$ cat src/rtl/core/wfc_pkg.sv
// shared constants, codes and types of the word frequency counter
package wfc_pkg;

  localparam int TABLE_ENTRIES  = 1024;
  localparam int MAX_WORD_CHARS = 16;
  localparam int COUNT_BITS     = 32;
  localparam int QUEUE_DEPTH    = 2;

  localparam int IDX_W      = $clog2(TABLE_ENTRIES);
  localparam int USED_W     = $clog2(TABLE_ENTRIES + 1);
  localparam int LEN_W      = $clog2(MAX_WORD_CHARS + 1);
  localparam int CHAR_IDX_W = $clog2(MAX_WORD_CHARS);
  localparam int HALF_BITS  = 64;

  localparam logic [1:0] KIND_TEXT  = 2'd0;
  localparam logic [1:0] KIND_FLUSH = 2'd1;
  localparam logic [1:0] KIND_READ  = 2'd2;

  typedef enum logic [2:0] {
    ST_MATCHED = 3'd0,
    ST_ADDED   = 3'd1,
    ST_DROPPED = 3'd2,
    ST_READ    = 3'd3,
    ST_RANGE   = 3'd4
  } status_t;

  typedef enum logic {
    CMD_WORD = 1'b0,
    CMD_READ = 1'b1
  } cmd_op_t;

  typedef logic [MAX_WORD_CHARS-1:0][7:0] word_t;

  typedef struct packed {
    cmd_op_t          op;
    word_t            word;
    logic [LEN_W-1:0] len;
    logic             trunc;
    logic [IDX_W-1:0] idx;
  } cmd_t;

  typedef struct packed {
    word_t                 word;
    logic [LEN_W-1:0]      len;
    logic [COUNT_BITS-1:0] count;
  } entry_t;

  typedef enum logic [2:0] {
    BK_IDLE,
    BK_SCAN,
    BK_READ_WAIT,
    BK_EMIT
  } back_state_t;

endpackage

$ cat src/rtl/core/wfc_front.sv
// front end: takes input transactions, builds the pending word, issues commands
module wfc_front (
  input  logic                       clk,
  input  logic                       rst,
  input  logic                       item_valid,
  output logic                       item_ready,
  input  logic [1:0]                 kind,
  input  logic [7:0]                 text_byte,
  input  logic [wfc_pkg::IDX_W-1:0]  entry_index,
  output logic                       q_push,
  output wfc_pkg::cmd_t              q_cmd,
  input  logic                       q_ready
);
  import wfc_pkg::*;

  word_t            pend_word;
  logic [LEN_W-1:0] pend_len;
  logic             pend_ovf;
  logic             is_letter;
  logic             has_word;
  logic             push_req;
  logic             accept;

  always_comb begin
    is_letter = text_byte inside {[8'h41:8'h5A], [8'h61:8'h7A]};
    has_word  = pend_len != '0;
    case (kind)
      KIND_TEXT:  push_req = !is_letter && has_word;
      KIND_FLUSH: push_req = has_word;
      KIND_READ:  push_req = 1'b1;
      default:    push_req = 1'b0;
    endcase
    item_ready = !push_req || q_ready;
    accept     = item_valid && item_ready;
    q_push     = accept && push_req;
    q_cmd.op    = (kind == KIND_READ) ? CMD_READ : CMD_WORD;
    q_cmd.word  = pend_word;
    q_cmd.len   = pend_len;
    q_cmd.trunc = pend_ovf;
    q_cmd.idx   = entry_index;
  end

  always_ff @(posedge clk) begin
    if (rst) begin
      pend_word <= '0;
      pend_len  <= '0;
      pend_ovf  <= 1'b0;
    end else if (accept) begin
      if (kind == KIND_TEXT && is_letter) begin
        if (pend_len < LEN_W'(MAX_WORD_CHARS)) begin
          pend_word[pend_len[CHAR_IDX_W-1:0]] <= text_byte;
          pend_len <= pend_len + LEN_W'(1);
        end else begin
          pend_ovf <= 1'b1;
        end
      end else if (q_push && kind != KIND_READ) begin
        pend_word <= '0;
        pend_len  <= '0;
        pend_ovf  <= 1'b0;
      end
    end
  end
endmodule

$ cat config.mk
export PLATFORM = sky130hd
export DESIGN_NAME = wfc_front
export DESIGN_NICKNAME = d
export VERILOG_FILES = /design/src/rtl/core/wfc_pkg.sv /design/src/rtl/core/wfc_front.sv
export SDC_FILE = /design/constraint.sdc
export NUM_CORES = 1
export LEC_CHECK = 0
export CAP_MARGIN = 10
export CORE_MARGIN = 5
export CORE_UTILIZATION = 35
export CTS_CLUSTER_DIAMETER = 200
export DETAILED_ROUTE_END_ITERATION = 10
export DONT_BUFFER_PORTS = 1
export PLACE_DENSITY = 0.61
export SLEW_MARGIN = 10
export SYNTH_ARGS = -nofsm -noshare
export SYNTH_HDL_FRONTEND = slang
export SYNTH_SLANG_ARGS = --single-unit
$ cat constraint.sdc
create_clock -name clk -period 2 [get_ports clk]
set_input_delay 0.1 -clock clk [delete_from_list [all_inputs] [get_ports clk]]
set_output_delay 0.1 -clock clk [all_outputs]
set_load 0.01 [all_outputs]
==> key figures <==
Outcome
  • Run status: finished, final reports clean

Floorplan
  • Core area: 13800 um2
  • Site Rows: 43
  • Starting density of the core: 0.354
  • Die Footprint: 16500 um2
  • Io pins: 171
  • Die X: 128 um
  • Die Y: 128 um

Logic synthesis
  • Mapped Area: 4900 um2
  • Area share of the largest cell type after synthesis: 0.547
  • Main combinational cell family by area after synthesis: simple AND/OR/NAND/NOR gates
  • Ys Warns: 0
  • Post-synth EDFFs: 0
  • Async SR Flop Fraction: 0
  • Most instantiated cells after synthesis: dfxtp_1 (134), nand3_1 (92), o21ai_0 (51)
  • Sequential share of the synthesized area: 0.547
  • #FFs+latches synth: 134
  • Area leader, netlist: dfxtp_1
  • Simple-Gate Fraction of Synth Area: 0.221
  • Most common cell in the synthesized netlist: dfxtp_1
  • Mux contribution to synthesized area: 0
  • Syn Inst Count: 494
  • Syn_area_per_cell: 9.92 um2
  • Synth Area in Compound Gates: 0.145
  • Area share of fa/ha/maj cells after synthesis: 0.0102
  • Post-Syn Nets: 522
  • Yosys cell types: 40
  • Synth Area in XOR/XNOR: 0.00179
  • Synth area leaders: dfxtp_1 (55%), nand3_1 (9.4%), o21ai_0 (5.2%), o21ai_1 (5.0%), nand4_4 (3.9%)
  • Primary FF master, synth: dfxtp_1

STA
  • Final Skew: 0.00621 ns
  • Final Cycle Share: 0.914
  • Setup ws final: 0.171 ns
  • Sum of negative setup slack: 0 ns
  • RSZ-0062 raised after global routing: false
  • Max_slew headroom: 0.284
  • Fin crit period: 1.83 ns
  • Slew of the pin with the lowest slew margin: 1.07 ns
  • Max Slew Vio Count: 0
  • Fmax: 547 MHz
  • # setup viols final: 0
  • Endpoints failing hold: 0

Critical path
  • Crit path buffers/inverters: 1
  • Crit-path max FO: 2
  • Reg-to-reg critical path startpoint: pend_len[0]
  • CP max stage cell: dfxtp_1
  • CP delay by family, top: simple AND/OR/NAND/NOR gates
  • Slowest stage delay, CP: 0.33 ns
  • Worst path required time: 1.90 ns
  • Crit path depth: 6
  • Critical path class: reg -> out
  • CP cell instances: inv_1 > ha_2 > nor4b_2 > nor2_1 > o21ai_0 > or2_2
  • Worst EP arrival: 1.73 ns
  • Critical path capture point type: primary output
  • CP startpoint kind: flip-flop
  • Crit path launch: pend_len[0]
  • Reg2Reg Depth: 7

Layout
  • Fillcell total: 1315
  • Number of diodes: 0
  • Area Overhead vs Synth: 15.4%
  • FF+latch area: 2680 um2
  • Nets: 516
  • Footprint of the multi-input gates: 1880 um2
  • Layout cells sized above 1: 0.182

Clock tree
  • CTS H-tree depth: 4
  • Root Buffer: clkbuf_16
  • CTS tree: yes
  • Worst skew pair latency: 0.41 ns
  • # Post-CTS Setup Buffers: 0
  • Clock sinks: 134
  • CTS Buf Count: 17
  • Worst-path clk slew: 0.06 ns
  • Clk buf depth: 2

Route
  • Wire per inst: 19.2 um
  • Drt initial violations: 168
  • WL final: 13100 um
  • Via density per instance: 5.21
  • Drt drc: 0
  • Via count: 3543
  • Drt pass-1 iters: 4
  • ANT nets after route: 0

Place
  • Pre-CTS setup slack: 0.0768 ns
  • RePlAce Congestion: 0.780
  • IO buf count: 0
  • Hpwl dp: 8810 um

Global route
  • Total gr overflow: 0
  • Largest net degree at the start of global routing: 50
  • Initial antenna violation count: 0
  • Vias in the first global route: 3347
  • First-pass GRT wire length: 20000 um
  • GRT Util Overall: 0.162

Pwr
  • Pwr dens: 1060 nW/um2
  • Worst VDD drop: 0.000589 V
  • Leakage power: 1.99 nW

Min path
  • Worst hold stages: 3
  • Hold path start: kind[0]
  • Hold Crit Class: in -> reg

Job
  • Number of max-cap violations: 0
==> final timing paths <==
path | end | slack [ns]
setup / recovery | item_ready | 0.17
hold / removal | pend_ovf | 0.03
setup reg to reg | pend_len[3] | 0.18
hold reg to reg | q_cmd[22] | 0.50
==> area by class of cell <==
type,instances,area share
Inverter,4,0.00265
Sequential cell,134,0.474
Clock buffer,22,0.0838
Clock inverter,9,0.0221
Tap cell,180,0.0398
Multi-Input combinational cell,304,0.332
Timing Repair Buffer,27,0.0456
==> worst reg2reg max path: stages (launching register included) <==
cell and delay (ns):
dfxtp_1 0.33, inv_1 0.06, ha_2 0.18, nor4b_2 0.16
nor3_1 0.33, o2bb2ai_4 0.17, buf_12 0.20, a32o_1 0.27
==> layout by cell type, fill, tap and decap left out, types with 3 or more instances in the layout <==
cell / instances
o21ai_1: 49
clkbuf_8: 3
buf_4: 21
o21ai_2: 13
buf_12: 4
o21ai_0: 51
nand3_1: 92
nand4_1: 7
dfxtp_1: 134
ha_1: 3
and3_1: 16
nor2_1: 6
nand3_2: 6
bufinv_16: 3
inv_1: 4
clkbuf_16: 17
nor2b_1: 3
nand2_1: 25
clkinv_2: 4
nand4_4: 9
==> per-stage QoR <==
step | power, mW | cells | cell area, um2 | hold slack, ns | util
global placement | 2.90 | 647 | 5030 | 0.195 | 0.364
finish | 6.00 | 680 | 5660 | 0.0338 | 0.409
CTS | 6.07 | 680 | 5650 | 0.00939 | 0.409
detailed placement | 2.91 | 647 | 5030 | 0.196 | 0.364
floorplan | 2.87 | 494 | 4910 | 0.252 | -
global route | 6.22 | 680 | 5660 | 0.0469 | 0.409
==> repair_timing <==
action | in CTS | in global routing
gates resized for setup | 0 | 1
endpoints found under the hold margin | 22 | 0
hold buffers | 2 | 0
setup endpoints to repair | 0 | 134
==> metal layers <==
layer	routed length, um	track usage	vias up
met5	0	0	-
met4	323	0.0805	0
met3	1040	0.0627	25
met2	6490	0.265	123
met1	5210	0.185	1640
li1	-	-	1755
==> power by group <==
group | switching (mW) | internal [mW] | total (mW)
registers | 0.00286 | 2.67 | 2.68
clock network | 1.10 | 2.04 | 3.14
logic | 0.139 | 0.0425 | 0.181
==> state kept, by name, indices dropped and copies added (netlist names) <==
signal / count
pend_ovf: 1
pend_len: 5
q_cmd: 128
==> cell families after synthesis <==
logic type      after synthesis
xor+xnor                      1
flops                       134
compound gates              124
buf+inv                      56
simple gates                175
fa+ha+maj                     4
(Power assumes the default switching activity.)
