## src/rtl/core/wfc_pkg.sv

```systemverilog
// shared constants, codes and types of the word frequency counter
package wfc_pkg;

  localparam int TABLE_ENTRIES  = 1024;
  localparam int MAX_WORD_CHARS = 16;
  localparam int COUNT_BITS     = 32;
  localparam int QUEUE_DEPTH    = 2;

  localparam int IDX_W      = $clog2(TABLE_ENTRIES);
  localparam int USED_W     = $clog2(TABLE_ENTRIES + 1);
  localparam int LEN_W      = $clog2(MAX_WORD_CHARS + 1);
  localparam int CHAR_IDX_W = $clog2(MAX_WORD_CHARS);
  localparam int HALF_BITS  = 64;

  localparam logic [1:0] KIND_TEXT  = 2'd0;
  localparam logic [1:0] KIND_FLUSH = 2'd1;
  localparam logic [1:0] KIND_READ  = 2'd2;

  typedef enum logic [2:0] {
    ST_MATCHED = 3'd0,
    ST_ADDED   = 3'd1,
    ST_DROPPED = 3'd2,
    ST_READ    = 3'd3,
    ST_RANGE   = 3'd4
  } status_t;

  typedef enum logic {
    CMD_WORD = 1'b0,
    CMD_READ = 1'b1
  } cmd_op_t;

  typedef logic [MAX_WORD_CHARS-1:0][7:0] word_t;

  typedef struct packed {
    cmd_op_t          op;
    word_t            word;
    logic [LEN_W-1:0] len;
    logic             trunc;
    logic [IDX_W-1:0] idx;
  } cmd_t;

  typedef struct packed {
    word_t                 word;
    logic [LEN_W-1:0]      len;
    logic [COUNT_BITS-1:0] count;
  } entry_t;

  typedef enum logic [2:0] {
    BK_IDLE,
    BK_SCAN,
    BK_READ_WAIT,
    BK_EMIT
  } back_state_t;

endpackage

```

## src/rtl/core/wfc_queue.sv

```systemverilog
// short command queue between front and back
module wfc_queue (
  input  logic          clk,
  input  logic          rst,
  input  logic          push,
  input  wfc_pkg::cmd_t push_cmd,
  output logic          push_ready,
  input  logic          pop,
  output wfc_pkg::cmd_t pop_cmd,
  output logic          pop_valid
);
  import wfc_pkg::*;

  localparam int PTR_W = (QUEUE_DEPTH > 1) ? $clog2(QUEUE_DEPTH) : 1;
  localparam int CNT_W = $clog2(QUEUE_DEPTH + 1);

  cmd_t             slots [QUEUE_DEPTH];
  logic [PTR_W-1:0] wr_ptr;
  logic [PTR_W-1:0] rd_ptr;
  logic [CNT_W-1:0] count;
  logic             do_push;
  logic             do_pop;

  assign push_ready = count != CNT_W'(QUEUE_DEPTH);
  assign pop_valid  = count != '0;
  assign pop_cmd    = slots[rd_ptr];
  assign do_push    = push && push_ready;
  assign do_pop     = pop && pop_valid;

  always_ff @(posedge clk) begin
    if (do_push) begin
      slots[wr_ptr] <= push_cmd;
    end
  end

  always_ff @(posedge clk) begin
    if (rst) begin
      wr_ptr <= '0;
      rd_ptr <= '0;
      count  <= '0;
    end else begin
      if (do_push) begin
        wr_ptr <= (wr_ptr == PTR_W'(QUEUE_DEPTH - 1)) ? '0 : wr_ptr + PTR_W'(1);
      end
      if (do_pop) begin
        rd_ptr <= (rd_ptr == PTR_W'(QUEUE_DEPTH - 1)) ? '0 : rd_ptr + PTR_W'(1);
      end
      if (do_push && !do_pop) begin
        count <= count + CNT_W'(1);
      end else if (do_pop && !do_push) begin
        count <= count - CNT_W'(1);
      end
    end
  end
endmodule

```

## config.mk

```make
export PLATFORM = sky130hd
export DESIGN_NAME = wfc_queue
export DESIGN_NICKNAME = d
export VERILOG_FILES = /design/src/rtl/core/wfc_pkg.sv /design/src/rtl/core/wfc_queue.sv
export SDC_FILE = /design/constraint.sdc
export NUM_CORES = 1
export LEC_CHECK = 0
export BUFFER_PORTS_ARGS = -buffer_cell sky130_fd_sc_hd__buf_2
export CAP_MARGIN = 10
export CORE_ASPECT_RATIO = 0.6
export CORE_MARGIN = 2
export CORE_UTILIZATION = 31
export CTS_BUF_LIST = sky130_fd_sc_hd__clkbuf_8
export CTS_CLUSTER_DIAMETER = 100
export DETAILED_ROUTE_END_ITERATION = 10
export PLACE_DENSITY = 0.57
export RECOVER_POWER = 100
export SLEW_MARGIN = 20
export SYNTH_ARGS = -nofsm -noshare
export SYNTH_HDL_FRONTEND = slang
export SYNTH_SLANG_ARGS = --single-unit
```

## constraint.sdc

```tcl
create_clock -name clk -period 5.7 [get_ports clk]
set_clock_uncertainty 0.2 [all_clocks]
set_input_delay 0.57 -clock clk [delete_from_list [all_inputs] [get_ports clk]]
set_output_delay 0.57 -clock clk [all_outputs]
set_load 0.05 [all_outputs]
```

==> results of run 1 <==
## power breakdown
group / internal [mW] / switching (mW)
registers: 2.72 / 0.130
clock network: 0.856 / 0.810
logic: 0.665 / 1.75
total: 4.24 / 2.69
## worst max-delay path: cells and delay by family, from the launching register on
family,cells,cell delay [ns]
buf+inv,2,1.04
flops,1,1.52
mux,1,0.42
## layout make-up
| type | count | area, sq um | area share, % |
|---|---|---|---|
| flip-flops and latches | 295 | 8810 | 59.3 |
| inverters | 1 | 8.76 | 0.0589 |
| clock buffers | 47 | 647 | 4.35 |
| multi-input cells | 163 | 1890 | 12.7 |
| well taps | 467 | 584 | 3.93 |
| clock inverters | 34 | 193 | 1.30 |
| repair buffers | 446 | 2730 | 18.3 |
## stage by stage
step	area (sq um)	util (%)	cells
floorplan	10900	-	475
global placement	12900	37.0	1226
detailed placement	12900	37.0	1226
CTS	15200	43.6	1453
global route	14900	42.7	1453
finish	14900	42.7	1453
## layer usage
layer	wire, um	share of wire [%]
met3	1950	8.1
met4	449	1.9
met2	10700	44
met5	0	0
met1	11000	46
## cells by family (layout without fill, tap and decap cells)
logic type / Yosys count / in the layout / synth area share (%)
xor+xnor: 3 / 3 / 0.242
compound gates: 5 / 5 / 0.276
fa+ha+maj: 1 / 1 / 0.115
simple gates: 9 / 9 / 0.460
flops: 295 / 295 / 81.0
mux: 145 / 145 / 16.7
buf+inv: 17 / 528 / 1.17
## how the worst max path moves through the flow
| stage | cells past startpoint | start | end |
|---|---|---|---|
| floorplan | 2 | count[0] | slots[1][0] |
| finish | 3 | flop | pop_cmd[131] |
| detailed placement | 3 | flop | pop_cmd[131] |
| global placement | 3 | flop | pop_cmd[131] |
| global route | 3 | flop | pop_cmd[131] |
| CTS | 3 | flop | pop_cmd[131] |
## state kept, by name, summed over array words and instances, names as in the netlist, named ones only
register  flops
wr_ptr        1
slots       290
rd_ptr        1
count         2
## cell usage after synthesis
library cell,number
ha_1,1
and2_1,1
or3_1,1
nand3b_1,1
buf_6,7
mux2_4,50
inv_1,1
a21bo_2,1
buf_2,9
a21oi_1,2
edfxtp_1,290
o21ai_0,2
xor2_1,3
nand2b_1,1
or2_2,1
and3_1,1
dfxtp_1,5
nor2_1,3
mux2_2,95
==> run metrics, run 1 <==
Yosys cell types=19; cells along the critical path=clkbuf_2 > mux2_2 > buf_2; Crit-path slowest cell=dfxtp_2; routed via count=6058; most frequent cells in the layout=edfxtp_1 (290), clkbuf_1 (211), dlygate4sd3_1 (146); worst r2r src=count[0]; Critical R2R Capture=slots[1][122]; worst setup margin=1.32 ns; mapped cell area=0.0109 sq mm; Fillers=3280; outcome=finished with violations; clock sink count=295; die area=0.0366 sq mm; post-CTS repair timing setup buffer count=0; Finish-stage setup viols=0; met3 usage=4.98%; worst hold slack=0.123 ns; Max Cap Viol=4; met2 GRT Util=19.3%; Synth area leaders=edfxtp_1 (80%), mux2_2 (9.8%), mux2_4 (6.9%); Ys Warns=0; slowest stage delay, CP=1.52 ns; Root Driver=clkbuf_8; synthesized flop and latch total=295; overall routed net length=24100 um; Layout Nets=1103; DRC viols=0; layout cell share with drive strength beyond 1=27.8%; leakage=5.17 nW; syn_area_per_cell=22.9 sq um; Setup Total Neg Slack=0 ns; DR vias/cell=4.17; Hold Path Sink=wr_ptr; Period Utilization, post-route=76.9%; Top Usage Layer GRT=met2; H-tree depth=2; cts repair resizes=0; max_slew headroom=-74.8%; WS Path Type=flop to primary output; Worst-Margin Slew=2.62 ns; CTS tree=done; Cell Pwr Density=466 mW/mm^2; Design Power=6.93 mW; min-delay src=push; die width=246 um; Routed Antenna Nets=0; Max clock buf depth=3; first-pass GRT wire length=35800 um; Seq/Total Area, Yosys=81.0%; critical path launch point type=flop; GRT Resource Usage Total=12.8%; Ports=296; Reg2Reg Depth=3; Area growth, synth to finish=36.7%; Fmax achieved=228 MHz; commonest non-fill, non-tap cell in the layout=edfxtp_1; area leader, netlist=edfxtp_1; Die Span Y=149 um; Hold Fails Final Rpt=0; CTS Hold Bufs=146; failing checks=capacitance limit, slew limit; worst min-delay path class=input pin to flop; IO buf count=295; Syn Inst Count=475; Worst VDD drop=0.382 mV; Critical Path RT=4.93 ns; RSZ-0062 raised after global routing=no; Ant. Diodes=0; largest net degree at the start of global routing=96; total grt overflow=0; DRT iter0 DRCs=186; routed len/inst=16.6 um; hpwl dp=14900 um; core box area=0.0348 sq mm; Worst setup EP type=primary output; CTS Buf Count=46; initial antenna violation count=0; vias in the first global route=6397; area share of the largest cell type after synthesis=80.1%; row cnt=53; Slew Viols, Final=187; R2R Setup Slk=1.89 ns; syn_nets=625; initial core utilization=31.2%; CP Max Fanout=67; Placer Congestion=0.712; clk_lat worst skew=0.56 ns; Clk pin slew, worst setup/hold paths=0.07 ns; CP arrival=3.61 ns; drt first pass iters=4; DP Worst Slack=2.67 ns; post-route minimum period=4.38 ns; met1 Use GR=17.3%; hold path depth=3
No activity file was read; power rests on OpenSTA's default activity.
==> run 2, diff against run 1 <==
==> constraint.sdc (replaced) <==
create_clock -name clk -period 4.4 [get_ports clk]
set_clock_uncertainty 0.2 [all_clocks]
set_input_delay 0.44 -clock clk [delete_from_list [all_inputs] [get_ports clk]]
set_output_delay 0.44 -clock clk [all_outputs]
set_load 0.05 [all_outputs]
==> run metrics, run 2 (same netlist as run 1, synthesis figures left out) <==
max_slew headroom=-31.0%; Fillers=3220; Die Span Y=149 um; Highest Signal Layer=met4; layout cell share with drive strength beyond 1=26.2%; initial core utilization=31.2%; routed len/inst=16.4 um; Root Driver=clkbuf_8; Critical Path RT=3.76 ns; Slew Viols, Final=134; outcome=finished with violations; biggest regs=slots: 290 flops, count: 2 flops; most flop-heavy register=slots; clock sink count=295; worst setup margin=0.899 ns; die area=0.0366 sq mm; GRT Resource Usage Total=12.6%; CTS tree=done; core box area=0.0348 sq mm; worst min-delay path class=input pin to flop; row cnt=53; Max Cap Viol=3; Inst Count DP=1228; post-route insts no fill=1456; initial antenna violation count=1; Worst setup EP type=primary output; H-tree depth=2; CP arrival=2.86 ns; slowest stage delay, CP=1.08 ns; WS Path Type=flop to primary output; Worst-Margin Slew=1.96 ns; Setup Total Neg Slack=0 ns; DP Worst Slack=1.66 ns; failing checks=capacitance limit, slew limit; Finish-stage setup viols=0; CTS Buf Count=46; DR vias/cell=4.16; WP buf/inv=2; multi-input logic area=0.00184 sq mm; Period Utilization, post-route=79.6%; drt first pass iters=4; CP Max Fanout=56; cells along the critical path=buf_12 > mux2_2 > clkbuf_1; Register Area=0.00881 sq mm; hpwl dp=15000 um; Placer Congestion=0.715; post-CTS repair timing setup buffer count=0; die width=246 um; IO buf count=295; Fmax achieved=286 MHz; DRT iter0 DRCs=261; Hold Fails Final Rpt=0; Clk pin slew, worst setup/hold paths=0.06 ns; total grt overflow=0; DRC viols=0; commonest non-fill, non-tap cell in the layout=edfxtp_1; routed length on met1=11100 um; Layout Nets=1107; met2 WL=10600 um; RSZ-0062 raised after global routing=no; largest net degree at the start of global routing=61; Largest register FFs=290; routed wl met3=1740 um; Routed Antenna Nets=0; family with the most delay on the worst path=flip-flops; vias in the first global route=6364; critical path launch point type=flop; Cell Pwr Density=594 mW/mm^2; Area growth, synth to finish=35.8%; Crit-path slowest cell=dfxtp_2; Max clock buf depth=3; Worst VDD drop=0.369 mV; first-pass GRT wire length=35600 um; most frequent cells in the layout=edfxtp_1 (290), clkbuf_1 (218), dlygate4sd3_1 (147); post-route minimum period=3.50 ns; overall routed net length=23900 um; routed via count=6061; leakage=5.09 nW; clk_lat worst skew=0.55 ns; Ports=296
[run 2: cell types whose count changed in the layout (fill, tap and decap cells not counted), moves of 2 or more]
cell,previous run,this run
buf_2,79,72
mux2_4,38,23
clkinv_1,10,13
mux2_1,18,27
bufinv_16,2,0
clkinv_2,7,5
buf_1,3,1
clkbuf_1,211,218
mux2_2,89,95
clkbuf_2,5,9
[run 2: worst reg2reg max path, cell delays in order (launching register included)]
cell	delay, ns
dfxtp_1	0.41
nand2b_1	0.21
nand3b_1	0.14
clkinvlp_2	0.36
dlymetal6s4s_1	1.57
[run 2: repair_timing]
| action | in CTS | in global routing |
|---|---|---|
| hold buffers | 147 | 0 |
| gates resized for setup | 0 | 0 |
| endpoints found under the hold margin | 295 | 0 |
[run 2: layer usage]
metal / vias up / track usage (%)
met2: 186 / 19.0
met4: 0 / 3.88
met1: 2961 / 17.3
met5: - / 0
met3: 44 / 4.35
li1: 2870 / -
[run 2: per-stage QoR]
stage          utilization (%)  hold WS (ns)  power (mW)  instance area, sq um
6_report                  42.4         0.172        8.78                 14800
3_3_place_gp              37.2         0.285        6.95                 12900
5_1_grt                   42.4         0.157        9.20                 14800
3_5_place_dp              37.2         0.309        6.96                 12900
2_1_floorplan                -         0.271        6.25                 10900
4_1_cts                   43.6         0.124        9.12                 15200
[run 2: layout make-up]
cell class,count,area share (%)
diodes,1,0.0169
clock inverters,32,0.881
inverters,1,0.0339
multi-input cells,163,12.5
flip-flops and latches,295,59.6
repair buffers,450,18.6
clock buffers,47,4.38
well taps,467,3.96
[run 2: report_power, final]
part | internal (mW) | total (mW) | switching (mW)
combinational | 0.820 | 3.12 | 2.30
clock | 0.985 | 2.00 | 1.01
sequential | 3.52 | 3.66 | 0.135
[run 2: path summary, 6_finish.rpt]
path | startpoint | end | slack [ns] | cells past startpoint
min reg2reg | rd_ptr | rd_ptr | 0.33 | 2
max reg2reg | count[0] | slots[0][99] | 1.06 | 4
min | pop | rd_ptr | 0.17 | 4
max | flop | pop_cmd[60] | 0.90 | 3
